[src/hw/rtl/psa_pkg.sv]
// psa_pkg: shared types and constants of the paged slot allocator
// no dependencies; used by the interfaces, the controller, the datapath and the top level
`timescale 1ns / 1ps

package psa_pkg;

    // request and result field widths
    localparam int PAGE_W   = 6;
    localparam int SLOT_W   = 8;
    localparam int STATUS_W = 3;

    // configuration port
    localparam int CFG_INDEX_W = 2;
    localparam int CFG_DATA_W  = 9;
    localparam logic [CFG_DATA_W-1:0] SPP_RESET = 9'd256;
    localparam logic [CFG_DATA_W-1:0] RSV_RESET = 9'd0;

    // register indexes
    typedef enum logic [CFG_INDEX_W-1:0] {
        REG_SLOTS_PER_PAGE = 2'd0,
        REG_RESERVED_SLOTS = 2'd1
    } cfg_reg_t;

    // request kinds
    typedef enum logic {
        REQ_ALLOC = 1'b0,
        REQ_FREE  = 1'b1
    } req_kind_t;

    // result status codes
    typedef enum logic [STATUS_W-1:0] {
        ST_DONE     = 3'd0,
        ST_WAS_FREE = 3'd1,
        ST_NO_PAGE  = 3'd2,
        ST_BAD_SLOT = 3'd3,
        ST_FULL     = 3'd4
    } status_t;

    // controller to datapath commands
    typedef struct packed {
        logic load;
        logic check;
        logic read;
        logic mask;
        logic pick;
        logic free_upd;
        logic put;
    } psa_cmd_t;

    // datapath to controller status
    typedef struct packed {
        logic is_free;
        logic need_read;
        logic pick_more;
        logic out_free;
    } psa_stat_t;

endpackage

[src/hw/rtl/psa_ctrl.sv]
// psa_ctrl: request sequencer of the paged slot allocator
// depends on psa_pkg for the command and status structs
`timescale 1ns / 1ps

module psa_ctrl (
    input  logic                clk,
    input  logic                rst_n,
    input  logic                in_valid,
    output logic                in_ready,
    input  psa_pkg::psa_stat_t  stat,
    output psa_pkg::psa_cmd_t   cmd
);

    typedef enum logic [2:0] {
        S_IDLE,
        S_CHECK,
        S_READ,
        S_MASK,
        S_PICK,
        S_FREE,
        S_PUT
    } state_t;

    state_t state_reg;
    state_t state_next;

    // next state
    always_comb
    begin
        state_next = state_reg;
        case (state_reg)
            S_IDLE:  if (in_valid) state_next = S_CHECK;
            S_CHECK: state_next = stat.need_read ? S_READ : S_PUT;
            S_READ:  state_next = stat.is_free ? S_FREE : S_MASK;
            S_MASK:  state_next = S_PICK;
            S_PICK:  state_next = stat.pick_more ? S_READ : S_PUT;
            S_FREE:  state_next = S_PUT;
            S_PUT:   if (stat.out_free) state_next = S_IDLE;
            default: state_next = S_IDLE;
        endcase
    end

    // command decode
    always_comb
    begin
        cmd          = '0;
        cmd.load     = (state_reg == S_IDLE) && in_valid;
        cmd.check    = (state_reg == S_CHECK);
        cmd.read     = (state_reg == S_READ);
        cmd.mask     = (state_reg == S_MASK);
        cmd.pick     = (state_reg == S_PICK);
        cmd.free_upd = (state_reg == S_FREE);
        cmd.put      = (state_reg == S_PUT) && stat.out_free;
    end

    assign in_ready = (state_reg == S_IDLE);

    // state register
    always_ff @(posedge clk or negedge rst_n)
    begin
        if (!rst_n)
        begin
            state_reg <= S_IDLE;
        end
        else
        begin
            state_reg <= state_next;
        end
    end

endmodule

[config.mk]
export PLATFORM = sky130hd
export DESIGN_NAME = psa_ctrl
export DESIGN_NICKNAME = d
export VERILOG_FILES = /design/src/hw/rtl/psa_pkg.sv /design/src/hw/rtl/psa_ctrl.sv
export SDC_FILE = /design/constraint.sdc
export NUM_CORES = 1
export LEC_CHECK = 0
export BUFFER_PORTS_ARGS = -buffer_cell sky130_fd_sc_hd__buf_2
export CORE_AREA = 3 3 40 42
export DETAILED_ROUTE_END_ITERATION = 7
export DIE_AREA = 0 0 43 45
export PLACE_DENSITY = 0.52
export SKIP_CTS_REPAIR_TIMING = 1
export SLEW_MARGIN = 20
export SYNTH_ARGS = -nofsm -noshare
export SYNTH_HDL_FRONTEND = slang
export SYNTH_SLANG_ARGS = --single-unit
[constraint.sdc]
create_clock -name clk -period 2.35 [get_ports clk]
set_clock_uncertainty 0.05 [all_clocks]
set_input_delay 0.1175 -clock clk [delete_from_list [all_inputs] [get_ports clk]]
set_output_delay 0.1175 -clock clk [all_outputs]
set_load 0.05 [all_outputs]
==> summary.txt <==
Logic synthesis
  – Gate Count Post-Synth: 26
  – Number of flops mapped to enable cells by yosys: 0
  – Cell area after synthesis: 241 um2
  – Post-synth top area share: 31.1%
  – Async S/R FF share, synth: 100%
  – Yosys top cell by area: dfrtp_1
  – Area contributors post-synth: dfrtp_1 (31%), buf_6 (9.3%), and3b_1 (7.3%)
  – Yosys warns: 0
  – Distinct cells, synth: 18
  – Sequential fraction of the synthesis area: 31.1%
  – #FFs+latches synth: 3
  – Post-Syn Nets: 33
  – Avg Inst Size Synth: 9.29 um2
  – Ys flop type: dfrtp_1

Floorplan
  – Die Height: 45 um
  – FP Rows: 13
  – Die W: 43 um
  – Die area: 1940 um2
  – I/O Pins: 15
  – CORE AREA: 1280 um2
  – Initial Utilization: 18.8%

Cells and area
  – Layout cell share with drive strength beyond 1: 45.2%
  – Nets: 50
  – Antenna diode count: 0
  – Area growth from synthesis to layout: 40.4%
  – Max reg flops: 3

Drt
  – Drt first pass iters: 2
  – DR WL/cell: 10.1 um
  – Drt initial violations: 1
  – Final wirelength: 573 um
  – Vias/cell: 4.16
  – DRC violations left: 0
  – Vias: 237
  – Routed Antenna Nets: 0

GRT
  – Met3 GRT Util: 4.78%
  – Met2 Use GR: 8.38%
  – GRT busiest layer: met2
  – Global-route wire length before repair: 814 um
  – Gr ovfl total: 0
  – Vias in the first global route: 197
  – Largest net degree at the start of global routing: 14
  – Antenna violations before repair: 0
  – Met1 usage: 6.27%
  – Tot GR Track Use: 5.75%

Timing
  – Hold Fails Final Rpt: 0
  – # setup viols final: 0
  – Setup TNS Final: 0 ps
  – Slew Viols, Final: 0
  – FMAX: 645 MHz
  – Setup ws final: 800 ps
  – RSZ-0062 raised after global routing: false
  – Worst rel slew slack: 76.0%
  – Final worst-path cycle share: 66.0%
  – Worst-margin pin slew: 360 ps
  – Min Tclk post-route: 1550 ps

Clock network
  – Clock sinks: 3
  – Worst skew pair latency: 230 ps
  – Htree depth: 1
  – TritonCTS clock tree: built
  – Clk buf depth: 2
  – Total CTS buffers: 3
  – Clock slew at reported path FFs: 30 ps
  – Root Buffer: clkbuf_4

Worst setup path
  – CP endpoint kind: output port
  – Data required, critical path: 2180 ps
  – Type of the worst setup path: reg2out
  – Startpoint types: flop
  – WP data arrival: 1380 ps
  – Worst-path maximum fanout: 12

Pwr
  – PwrDens: 1650 nW/um2
  – Leakage: 0.178 nW
  – Worst VDD drop: 0.368 mV

Place
  – RD Place Congestion: 0.695
  – Setup WS pre-CTS: 1060 ps
  – Input/output buffers: 14
  – Post-DP HPWL: 425 um

Status
  – Status: complete, no violations

Min path
  – Worst hold-check path type: in2reg

Run
  – Max Cap Viol: 0
-- cells by family after synthesis --
family,after synthesis,share of synthesized area [%]
compound gates,7,22.8
simple gates,12,33.2
buf+inv,4,12.9
flops,3,31.1
-- worst max-delay path, cell delays in order (launching register included) --
cell and delay, ps:
dfrtp_1 490, nor3_1 270, and2_1 150, buf_2 250
-- cells in the final DEF, fill, tap and decap left out, drive strengths merged --
cell type | synthesis | layout
and3b | 2 | 2
dfrtp | 3 | 3
dlygate4sd3 | 0 | 1
a21oi | 2 | 2
nor2b | 1 | 1
o21a | 1 | 1
nor2 | 2 | 2
nand2b | 1 | 1
buf | 3 | 14
o31ai | 1 | 1
a221oi | 1 | 1
clkbuf | 0 | 4
o22ai | 1 | 1
and4b | 1 | 1
nor3b | 2 | 2
and2 | 2 | 2
inv | 1 | 1
o21ai | 1 | 1
nor3 | 1 | 1
-- layout make-up --
| type | instances | area, um2 |
|---|---|---|
| fill | 145 | 946 |
| multi-input combinational | 19 | 135 |
| timing repair buffer | 15 | 80.1 |
| sequential | 3 | 75.1 |
| clock buffer | 4 | 26.3 |
| tap | 15 | 18.8 |
| inverter | 1 | 3.75 |
-- power breakdown --
group	leakage [nW]	internal (mW)	total, mW	switching [mW]
clock network	0.0150	0.0635	0.0884	0.0249
registers	0.0359	0.0768	0.151	0.0747
logic	0.127	0.104	0.320	0.216
total	0.178	0.244	0.560	0.315
-- per-layer routing --
metal	share of wire (%)	vias up
met2	47	7
met3	9.9	0
met4	0	0
met1	43	106
li1	-	124
met5	0	-
-- worst paths after layout --
kind                               from            to  slack [ps]  depth (start not counted)
min in group asynchronous         rst_n  state_reg[2]         160                          2
max in group asynchronous         rst_n  state_reg[1]        1980                          2
min                            in_valid  state_reg[0]          50                          2
max reg2reg                state_reg[2]  state_reg[2]        1190                          3
min reg2reg                state_reg[0]  state_reg[1]         640                          1
max                        state_reg[1]        cmd[6]         800                          3
-- cell usage after synthesis, types with 2 or more instances --
cell type,n
a21oi_1,2
buf_6,2
and3b_1,2
dfrtp_1,3
nor3b_1,2
nor2_1,2
and2_1,2
-- metrics by stage --
| step | util [%] | hold WS [ps] | std cells | total power, mW | cell area (um2) |
|---|---|---|---|---|---|
| after floorplan | - | -228 | 26 | 0.440 | 241 |
| after global placement | 23.6 | -133 | 52 | 0.472 | 303 |
| after detailed placement | 23.6 | -133 | 52 | 0.473 | 303 |
| after CTS | 25.6 | -381 | 56 | 0.568 | 329 |
| after global routing | 26.4 | 75.3 | 57 | 0.602 | 339 |
| final | 26.4 | 52.3 | 57 | 0.560 | 339 |
Note: power is estimated with default switching activity, not from simulation.
